===== src/design/srtq_pkg.sv =====
// Shared types and codes for the sorted repeating timer queue.
`timescale 1ns / 1ps
`default_nettype none
package srtq_pkg;

    localparam int SLOTS_DEF     = 16;
    localparam int TIME_BITS_DEF = 32;

    typedef enum logic [1:0] {
        CMD_ADD  = 2'd0,
        CMD_DEL  = 2'd1,
        CMD_TICK = 2'd2,
        CMD_NOP  = 2'd3
    } cmd_t;

    typedef enum logic [1:0] {
        KIND_ADD  = 2'd0,
        KIND_DEL  = 2'd1,
        KIND_FIRE = 2'd2
    } kind_t;

    typedef enum logic [1:0] {
        ST_OK        = 2'd0,
        ST_FULL      = 2'd1,
        ST_NOT_FOUND = 2'd2
    } status_t;

    // Decoded command as it travels from front to back
    typedef struct packed {
        cmd_t        cmd;
        logic [3:0]  timer_id;
        logic [31:0] period;    // zero already forced to one
        logic [31:0] delay;     // first delay, or period when zero
        logic [15:0] repeat_count;
        logic [15:0] event_tag;
    } item_t;

    // One result transaction
    typedef struct packed {
        kind_t       kind;
        logic [3:0]  slot_id;
        logic [15:0] tag;
        status_t     status;
        logic        last;
    } res_t;

endpackage
`default_nettype wire


===== src/design/srtq_front.sv =====
// Input stage: accepts stream transactions and decodes them into command items.
`timescale 1ns / 1ps
`default_nettype none
module srtq_front (
    input  wire logic           aclk,
    input  wire logic           aresetn,
    input  wire logic           s_tvalid,
    output logic                s_tready,
    input  wire logic [103:0]   s_tdata,
    input  wire logic [1:0]     s_tuser,
    output logic                item_valid,
    input  wire logic           item_ready,
    output srtq_pkg::item_t     item
);
    import srtq_pkg::*;

    logic  valid_reg, valid_next;
    item_t item_reg, item_next;
    logic [31:0] per_fix;

    assign s_tready   = !valid_reg || item_ready;
    assign item_valid = valid_reg;
    assign item       = item_reg;

    // Decode: zero period counts as one, zero first delay uses the period
    always_comb begin
        per_fix = (s_tdata[35:4] == 32'd0) ? 32'd1 : s_tdata[35:4];
        item_next.cmd          = cmd_t'(s_tuser);
        item_next.timer_id     = s_tdata[3:0];
        item_next.period       = per_fix;
        item_next.delay        = (s_tdata[67:36] != 32'd0) ? s_tdata[67:36] : per_fix;
        item_next.repeat_count = s_tdata[83:68];
        item_next.event_tag    = s_tdata[99:84];
        valid_next = valid_reg && !item_ready;
        if (s_tvalid && s_tready) begin
            valid_next = 1'b1;
        end
    end

    always_ff @(posedge aclk) begin
        if (!aresetn) begin
            valid_reg <= 1'b0;
        end else begin
            valid_reg <= valid_next;
        end
    end

    always_ff @(posedge aclk) begin
        if (s_tvalid && s_tready) begin
            item_reg <= item_next;
        end
    end

endmodule
`default_nettype wire


===== src/design/srtq_queue.sv =====
// Two-entry queue of decoded items between the front and back parts.
`timescale 1ns / 1ps
`default_nettype none
module srtq_queue (
    input  wire logic       aclk,
    input  wire logic       aresetn,
    input  wire logic       in_valid,
    output logic            in_ready,
    input  srtq_pkg::item_t in_item,
    output logic            out_valid,
    input  wire logic       out_ready,
    output srtq_pkg::item_t out_item
);
    import srtq_pkg::*;

    item_t      entry_reg [2];
    logic       wr_ptr_reg, wr_ptr_next;
    logic       rd_ptr_reg, rd_ptr_next;
    logic [1:0] count_reg, count_next;
    logic       push, pop;

    assign in_ready  = (count_reg != 2'd2);
    assign out_valid = (count_reg != 2'd0);
    assign out_item  = entry_reg[rd_ptr_reg];
    assign push      = in_valid && in_ready;
    assign pop       = out_valid && out_ready;

    // Pointer and fill bookkeeping
    always_comb begin
        wr_ptr_next = push ? !wr_ptr_reg : wr_ptr_reg;
        rd_ptr_next = pop ? !rd_ptr_reg : rd_ptr_reg;
        count_next  = count_reg + 2'(push) - 2'(pop);
    end

    always_ff @(posedge aclk) begin
        if (!aresetn) begin
            wr_ptr_reg <= 1'b0;
            rd_ptr_reg <= 1'b0;
            count_reg  <= 2'd0;
        end else begin
            wr_ptr_reg <= wr_ptr_next;
            rd_ptr_reg <= rd_ptr_next;
            count_reg  <= count_next;
        end
    end

    always_ff @(posedge aclk) begin
        if (push) begin
            entry_reg[wr_ptr_reg] <= in_item;
        end
    end

endmodule
`default_nettype wire


===== src/design/srtq_back.sv =====
// Command engine: timer table, slot scans, firing order and result register.
`timescale 1ns / 1ps
`default_nettype none
module srtq_back #(
    parameter int SLOTS     = srtq_pkg::SLOTS_DEF,
    parameter int TIME_BITS = srtq_pkg::TIME_BITS_DEF
) (
    input  wire logic       aclk,
    input  wire logic       aresetn,
    input  wire logic       in_valid,
    output logic            in_ready,
    input  srtq_pkg::item_t in_item,
    output logic            out_valid,
    input  wire logic       out_ready,
    output srtq_pkg::res_t  out_res
);
    import srtq_pkg::*;

    localparam int SW = $clog2(SLOTS);
    localparam logic [SW-1:0] LAST_IDX = SW'(SLOTS - 1);

    typedef struct packed {
        logic [TIME_BITS-1:0] expiry;
        logic [31:0]          period;
        logic [15:0]          remaining;
        logic [15:0]          tag;
        logic [15:0]          order;
    } rec_t;

    typedef enum logic [4:0] {
        S_IDLE = 5'b00001,
        S_ADD  = 5'b00010,
        S_SCAN = 5'b00100,
        S_WAIT = 5'b01000,
        S_DONE = 5'b10000
    } state_t;

    // Timer table memory
    rec_t mem [SLOTS];
    rec_t rd_data;
    logic mem_we;
    logic [SW-1:0] mem_wa;
    rec_t mem_wd;

    state_t state_reg, state_next;
    item_t  item_reg, item_next;
    logic [SW-1:0] idx_reg, idx_next;
    logic [TIME_BITS-1:0] time_reg, time_next;
    logic [15:0] counter_reg, counter_next;
    logic [SLOTS-1:0] valid_reg, valid_next;
    logic [SLOTS-1:0] due_reg, due_next;
    logic sel_reg, sel_next;              // 0 marks due slots, 1 selects earliest
    logic chk_v_reg, chk_v_next;
    logic [SW-1:0] chk_idx_reg, chk_idx_next;
    logic found_reg, found_next;
    logic [SW-1:0] best_reg, best_next;
    logic [TIME_BITS-1:0] bd_reg, bd_next;
    logic [15:0] ba_reg, ba_next;
    rec_t best_rec_reg, best_rec_next;
    logic pend_v_reg, pend_v_next;
    logic [3:0] pend_slot_reg, pend_slot_next;
    logic [15:0] pend_tag_reg, pend_tag_next;
    logic out_valid_reg, out_valid_next;
    res_t out_reg, out_next;

    logic out_free;
    logic [TIME_BITS-1:0] diff;
    logic [15:0] age;
    logic [15:0] rem_dec;
    logic del_hit;

    assign out_free  = !out_valid_reg || out_ready;
    assign out_valid = out_valid_reg;
    assign out_res   = out_reg;
    assign in_ready  = (state_reg == S_IDLE) && out_free;

    always_ff @(posedge aclk) begin
        if (mem_we) begin
            mem[mem_wa] <= mem_wd;
        end
        rd_data <= mem[idx_reg];
    end

    always_comb begin
        state_next     = state_reg;
        item_next      = item_reg;
        idx_next       = idx_reg;
        time_next      = time_reg;
        counter_next   = counter_reg;
        valid_next     = valid_reg;
        due_next       = due_reg;
        sel_next       = sel_reg;
        chk_v_next     = chk_v_reg;
        chk_idx_next   = chk_idx_reg;
        found_next     = found_reg;
        best_next      = best_reg;
        bd_next        = bd_reg;
        ba_next        = ba_reg;
        best_rec_next  = best_rec_reg;
        pend_v_next    = pend_v_reg;
        pend_slot_next = pend_slot_reg;
        pend_tag_next  = pend_tag_reg;
        out_valid_next = out_valid_reg && !out_ready;
        out_next       = out_reg;
        mem_we         = 1'b0;
        mem_wa         = idx_reg;
        mem_wd         = rd_data;
        diff           = time_reg - rd_data.expiry;
        age            = counter_reg - rd_data.order;
        rem_dec        = best_rec_reg.remaining - 16'd1;
        del_hit        = (32'(in_item.timer_id) < SLOTS) && valid_reg[SW'(in_item.timer_id)];

        // Evaluate the slot whose read was registered in the cycle before
        if (chk_v_reg) begin
            if (!sel_reg) begin
                due_next[chk_idx_reg] = valid_reg[chk_idx_reg] && !diff[TIME_BITS-1];
            end else if (due_reg[chk_idx_reg] &&
                         (!found_reg || diff > bd_reg ||
                          (diff == bd_reg && age > ba_reg))) begin
                found_next    = 1'b1;
                best_next     = chk_idx_reg;
                bd_next       = diff;
                ba_next       = age;
                best_rec_next = rd_data;
            end
        end

        unique case (state_reg)
            S_IDLE: begin
                if (in_valid && out_free) begin
                    item_next = in_item;
                    unique case (in_item.cmd)
                        CMD_ADD: begin
                            idx_next   = '0;
                            state_next = S_ADD;
                        end
                        CMD_DEL: begin
                            if (del_hit) begin
                                valid_next[SW'(in_item.timer_id)] = 1'b0;
                            end
                            out_valid_next   = 1'b1;
                            out_next.kind    = KIND_DEL;
                            out_next.slot_id = in_item.timer_id;
                            out_next.tag     = 16'd0;
                            out_next.status  = del_hit ? ST_OK : ST_NOT_FOUND;
                            out_next.last    = 1'b1;
                        end
                        CMD_TICK: begin
                            time_next   = time_reg + TIME_BITS'(1);
                            idx_next    = '0;
                            sel_next    = 1'b0;
                            pend_v_next = 1'b0;
                            state_next  = S_SCAN;
                        end
                        default: begin
                        end
                    endcase
                end
            end
            S_ADD: begin
                out_next.kind = KIND_ADD;
                out_next.tag  = 16'd0;
                out_next.last = 1'b1;
                if (!valid_reg[idx_reg]) begin
                    mem_we            = 1'b1;
                    mem_wa            = idx_reg;
                    mem_wd.expiry     = time_reg + TIME_BITS'(item_reg.delay);
                    mem_wd.period     = item_reg.period;
                    mem_wd.remaining  = item_reg.repeat_count;
                    mem_wd.tag        = item_reg.event_tag;
                    mem_wd.order      = counter_reg;
                    counter_next      = counter_reg + 16'd1;
                    valid_next[idx_reg] = 1'b1;
                    out_valid_next    = 1'b1;
                    out_next.slot_id  = 4'(idx_reg);
                    out_next.status   = ST_OK;
                    state_next        = S_IDLE;
                end else if (idx_reg == LAST_IDX) begin
                    out_valid_next   = 1'b1;
                    out_next.slot_id = 4'd0;
                    out_next.status  = ST_FULL;
                    state_next       = S_IDLE;
                end else begin
                    idx_next = idx_reg + SW'(1);
                end
            end
            S_SCAN: begin
                chk_v_next   = 1'b1;
                chk_idx_next = idx_reg;
                if (idx_reg == LAST_IDX) begin
                    state_next = S_WAIT;
                end else begin
                    idx_next = idx_reg + SW'(1);
                end
            end
            S_WAIT: begin
                chk_v_next = 1'b0;
                if (!sel_reg) begin
                    sel_next   = 1'b1;
                    found_next = 1'b0;
                    idx_next   = '0;
                    state_next = S_SCAN;
                end else begin
                    state_next = S_DONE;
                end
            end
            S_DONE: begin
                if (!pend_v_reg || out_free) begin
                    // Release the previous firing once its successor is known
                    if (pend_v_reg) begin
                        out_valid_next   = 1'b1;
                        out_next.kind    = KIND_FIRE;
                        out_next.slot_id = pend_slot_reg;
                        out_next.tag     = pend_tag_reg;
                        out_next.status  = ST_OK;
                        out_next.last    = !found_reg;
                    end
                    if (found_reg) begin
                        due_next[best_reg] = 1'b0;
                        pend_v_next    = 1'b1;
                        pend_slot_next = 4'(best_reg);
                        pend_tag_next  = best_rec_reg.tag;
                        mem_wa         = best_reg;
                        mem_wd         = best_rec_reg;
                        if (best_rec_reg.remaining != 16'd0 && rem_dec == 16'd0) begin
                            valid_next[best_reg] = 1'b0;
                        end else begin
                            // Re-arm one period after now
                            mem_we           = 1'b1;
                            mem_wd.remaining = (best_rec_reg.remaining != 16'd0) ?
                                               rem_dec : 16'd0;
                            mem_wd.expiry    = time_reg + TIME_BITS'(best_rec_reg.period);
                            mem_wd.order     = counter_reg;
                            counter_next     = counter_reg + 16'd1;
                        end
                        found_next = 1'b0;
                        idx_next   = '0;
                        state_next = S_SCAN;
                    end else begin
                        pend_v_next = 1'b0;
                        state_next  = S_IDLE;
                    end
                end
            end
            default: begin
                state_next = S_IDLE;
            end
        endcase
    end

    always_ff @(posedge aclk) begin
        if (!aresetn) begin
            state_reg     <= S_IDLE;
            time_reg      <= '0;
            counter_reg   <= 16'd0;
            valid_reg     <= '0;
            due_reg       <= '0;
            sel_reg       <= 1'b0;
            chk_v_reg     <= 1'b0;
            found_reg     <= 1'b0;
            pend_v_reg    <= 1'b0;
            out_valid_reg <= 1'b0;
            idx_reg       <= '0;
        end else begin
            state_reg     <= state_next;
            time_reg      <= time_next;
            counter_reg   <= counter_next;
            valid_reg     <= valid_next;
            due_reg       <= due_next;
            sel_reg       <= sel_next;
            chk_v_reg     <= chk_v_next;
            found_reg     <= found_next;
            pend_v_reg    <= pend_v_next;
            out_valid_reg <= out_valid_next;
            idx_reg       <= idx_next;
        end
    end

    // Payload registers
    always_ff @(posedge aclk) begin
        item_reg      <= item_next;
        chk_idx_reg   <= chk_idx_next;
        best_reg      <= best_next;
        bd_reg        <= bd_next;
        ba_reg        <= ba_next;
        best_rec_reg  <= best_rec_next;
        pend_slot_reg <= pend_slot_next;
        pend_tag_reg  <= pend_tag_next;
        out_reg       <= out_next;
    end

endmodule
`default_nettype wire


===== src/design/sorted_repeating_timer_queue.sv =====
// Top level of the sorted repeating timer queue.
// A table of SLOTS timers driven by add, delete and tick commands. Add takes the
// lowest free slot, found by a scan over the slots; delete needs no scan. A tick
// makes one pass over the table to mark due timers and another to find the
// first, then one more pass for each further firing, since every pick of the
// earliest due timer is a full pass over the table memory's single read port.
// A two-entry queue lets new commands arrive while the engine works, and results
// leave through an output register. Firings come earliest expiry first, ties in
// oldest arming first; the last result of any command with results has tlast set.
`timescale 1ns / 1ps
`default_nettype none
module sorted_repeating_timer_queue #(
    parameter int SLOTS     = srtq_pkg::SLOTS_DEF,
    parameter int TIME_BITS = srtq_pkg::TIME_BITS_DEF
) (
    input  wire logic         aclk,
    input  wire logic         aresetn,
    input  wire logic         s_tvalid,
    output logic              s_tready,
    // timer_id[3:0], period[35:4], first_delay[67:36], repeat_count[83:68],
    // event_tag[99:84], zero fill
    input  wire logic [103:0] s_tdata,
    // command[1:0]
    input  wire logic [1:0]   s_tuser,
    output logic              m_tvalid,
    input  wire logic         m_tready,
    // slot_id[3:0], tag[19:4], status[21:20], zero fill
    output logic [23:0]       m_tdata,
    // kind[1:0]
    output logic [1:0]        m_tuser,
    output logic              m_tlast
);
    import srtq_pkg::*;

    logic  f_valid, f_ready;
    item_t f_item;
    logic  q_valid, q_ready;
    item_t q_item;
    res_t  res;

    srtq_front u_front (
        .aclk       (aclk),
        .aresetn    (aresetn),
        .s_tvalid   (s_tvalid),
        .s_tready   (s_tready),
        .s_tdata    (s_tdata),
        .s_tuser    (s_tuser),
        .item_valid (f_valid),
        .item_ready (f_ready),
        .item       (f_item)
    );

    srtq_queue u_queue (
        .aclk      (aclk),
        .aresetn   (aresetn),
        .in_valid  (f_valid),
        .in_ready  (f_ready),
        .in_item   (f_item),
        .out_valid (q_valid),
        .out_ready (q_ready),
        .out_item  (q_item)
    );

    srtq_back #(
        .SLOTS     (SLOTS),
        .TIME_BITS (TIME_BITS)
    ) u_back (
        .aclk      (aclk),
        .aresetn   (aresetn),
        .in_valid  (q_valid),
        .in_ready  (q_ready),
        .in_item   (q_item),
        .out_valid (m_tvalid),
        .out_ready (m_tready),
        .out_res   (res)
    );

    assign m_tdata = {2'b00, res.status, res.tag, res.slot_id};
    assign m_tuser = res.kind;
    assign m_tlast = res.last;

endmodule
`default_nettype wire


===== config.mk =====
export PLATFORM = sky130hd
export DESIGN_NAME = sorted_repeating_timer_queue
export DESIGN_NICKNAME = d
export VERILOG_FILES = /design/src/design/srtq_pkg.sv /design/src/design/srtq_front.sv /design/src/design/srtq_queue.sv /design/src/design/srtq_back.sv /design/src/design/sorted_repeating_timer_queue.sv
export SDC_FILE = /design/constraint.sdc
export NUM_CORES = 2
export LEC_CHECK = 0
export ABC_AREA = 0
export BUFFER_PORTS_ARGS = -buffer_cell sky130_fd_sc_hd__buf_4
export CAP_MARGIN = 40
export CORE_MARGIN = 2
export CORE_UTILIZATION = 55
export CTS_CLUSTER_SIZE = 30
export DETAILED_ROUTE_END_ITERATION = 8
export GPL_TIMING_DRIVEN = 0
export PLACE_DENSITY = 0.8
export SYNTH_ARGS = -nofsm -noshare
export SYNTH_HDL_FRONTEND = slang
export SYNTH_HIERARCHICAL = 1
export SYNTH_SLANG_ARGS = --single-unit

===== constraint.sdc =====
create_clock -name aclk -period 19.2 [get_ports aclk]
set_input_delay 1.92 -clock aclk [delete_from_list [all_inputs] [get_ports aclk]]
set_output_delay 1.92 -clock aclk [all_outputs]
set_load 0.005 [all_outputs]

==> impl_metrics.yaml <==
run_status:
  status: "completed"
synth:
  syn_area_sq_um: 104000
  postSynthAreaPerCell_sq_um: 19.1
  synthFlopType: "edfxtp_1"
  synthDistinctLibCells: 97
  synth_top_area_cell: "edfxtp_1"
  yosysMostFrequentCell: "edfxtp_1"
  synth.area.top_cells: "edfxtp_1 69%, mux4_2 12%, dfxtp_1 4.1%"
  yosys-top-cells-count: "2,407 x edfxtp_1, 578 x mux4_2, 212 x dfxtp_1"
  ys_seq_elements: 2619
  synthCells: 5453
  yosys_warnings: 6
  yosysTopAreaCellShare_pct: 69.3
  synth_edf_count: 2407
  ys_async_sr_fraction_pct: 0
  ys_seq_area_share_pct: 73.4
setup_path:
  path_class: "flip-flop to flip-flop"
  worst_path_largest_cell_delay_ns: 0.63
  slowest_stage: "dfxtp_1"
  crit_top_cell: "buf_12"
  cp-start-kind: "flip-flop"
  crit_required_ns: 19.78
  end_kind: "flip-flop"
  critPathBufInv: 4
  crit_arrival_ns: 7.43
  cp_top_family: "compound AO/OA/AOI/OAI gates"
  cp_max_fo: 32
  crit_chain: "ha_1 -> and3_1 -> a21o_1 -> o41a_1 -> a41o_1 -> a31o_2 -> a21oi_2 -> o41ai_1 -> xnor2_2 -> buf_2 -> ha_1 -> nand4_1 -> or2_2 -> nor3_1 -> a21boi_0 -> o31a_2 -> buf_12 -> buf_12 -> buf_12"
global_routing:
  grt.busiest_layer: "met2"
  grt_overflow: 0
  grt_pass1_wl_mm: 427
  gr-usage-met2_pct: 49.0
  use_met3_pct: 7.23
  grt.met1_usage_pct: 39.6
  grt_usage_pct: 31.3
  antenna_found_initial: 13
  grt_max_degree: 71
  grt_pass1_vias: 59700
clock_tree:
  clock-sinks: 2619
  cts_tree: "done"
  numCtsBuffers: 236
  cts.path.max_buffers: 3
  worstSkewPairLatency_ns: 0.95
  post_cts_buffers: 0
  htreeDepth: 4
  path_clk_slew_ns: 0.07
  root_buffer: "clkbuf_16"
  postCtsHoldBufs: 0
  cts-resized-gates: 0
floorplanning:
  core_area_sq_um: 188000
  die_w_um: 439
  row_count: 159
  die_area_sq_um: 193000
  initial_core_util_pct: 55.4
  io_pins: 139
  die_height_um: 439
final_layout:
  final_cells: 8808
  fin_util_pct: 64.3
  syn2layout_area_growth_pct: 16.0
  final_nets: 6372
  drive_gt1_share_pct: 23.7
  largest_register_ffs: 1792
worst_hold_path:
  min_path_type: "flip-flop to flip-flop"
place:
  post-place-ws_ns: 12.52
  port_buffers: 132
  gp_congestion: 0.959
  placed_cells: 8331
  hpwl_mm: 195
timing:
  setup_viol: 0
  fin_skew_ns: 0.0981
  max_freq_ghz: 0.146
  fin_crit_sh_pct: 35.6
  rsz0062_at_grt: "false"
  period_needed_ns: 6.84
  final.setup.tns_ns: 0
  relSlewSlack_pct: 24.4
  setup_slack_ns: 12.36
  hold_viol: 0
  tightest_slew_ns: 1.13
  drv_slew: 0
detailed_routing:
  wl_per_cell_um: 34.4
  drc_errors: 0
  drt-initial-drc-count: 9480
  viasPerCell: 6.77
  ant_nets: 0
  vias: 59600
  routed_wl_mm: 303
  dr.pass1.iters: 9
job:
  maxCapViolCount: 0
power:
  pwr_density_cell_nw_per_um2: 106
  leakagePower_nw: 39.7
  ir_drop_mv: 0.104
==> cells by family (layout without fill, tap and decap cells) <==
family          Yosys count  count (layout)  share of synthesized area (%)
buf+inv                 445            1294                           1.75
flops                  2619            2619                           73.4
compound gates          678             678                           4.45
mux                     697             697                           13.7
other cells               1              12                        0.00360
simple gates            706             706                           3.45
xor+xnor                137             137                           1.16
fa+ha+maj               170             170                           2.07
==> cell type report <==
type	count	area, sq um
flip-flops and latches	2619	76500
well taps	2495	3120
diodes	10	25.0
multi-input cells	2390	26100
repair buffers	400	5180
clock inverters	133	1670
fillers	11800	67300
plain buffers	263	1160
clock buffers	316	6480
inverters	182	688
==> where the power goes <==
part | total [mW] | internal (mW) | switching (mW)
clock | 4.94 | 2.77 | 2.17
combinational | 1.16 | 0.406 | 0.749
sequential | 6.78 | 6.61 | 0.161
total | 12.9 | 9.79 | 3.08
==> layer usage <==
metal	vias up	wire length, um	share of wire (%)
met4	6	22500	7.4
met3	1127	37400	12
met2	5029	143000	47
met5	-	44	0.015
met1	30000	100000	33
li1	23500	-	-
==> path summary, 6_finish.rpt <==
| kind | startpoint | to | depth (start not counted) | slack (ns) |
|---|---|---|---|---|
| hold reg to reg | u_back/rd_data[35] | u_back/best_rec_reg[35] | 0 | 0.42 |
| setup reg to reg | u_back/time_reg[2] | u_back/best_rec_reg[4] | 19 | 12.36 |
| hold / removal | u_back/rd_data[35] | u_back/best_rec_reg[35] | 0 | 0.42 |
| setup / recovery | u_back/time_reg[2] | u_back/best_rec_reg[4] | 19 | 12.36 |
==> layout by cell type (no fill, tap or decap), drive strengths merged, types with 17 or more instances in the layout <==
master,instances
clkbuf,494
a21oi,128
edfxtp,2407
bufinv,28
dfxtp,212
o21ai,155
nand4,37
nor2b,26
buf,485
a21o,86
a222oi,53
mux2,105
a31oi,31
xnor2,74
clkinv,82
inv,188
clkinvlp,17
a211oi,23
and2,32
nand2b,31
a22oi,42
xor2,63
nand3,61
mux4,578
nor3,39
o22ai,26
nor2,173
nand2,176
nor4,25
or3,31
ha,166
and3,36
==> metrics by stage <==
step                hold WS [ns]  area (sq um)  power [mW]
floorplan                  0.406        104000        7.45
detailed placement         0.416        113000        7.99
global route               0.434        121000        13.2
global placement           0.410        108000        7.91
CTS                        0.428        121000        12.9
finish                     0.422        121000        12.9
No activity file was read; power rests on OpenSTA's default activity.
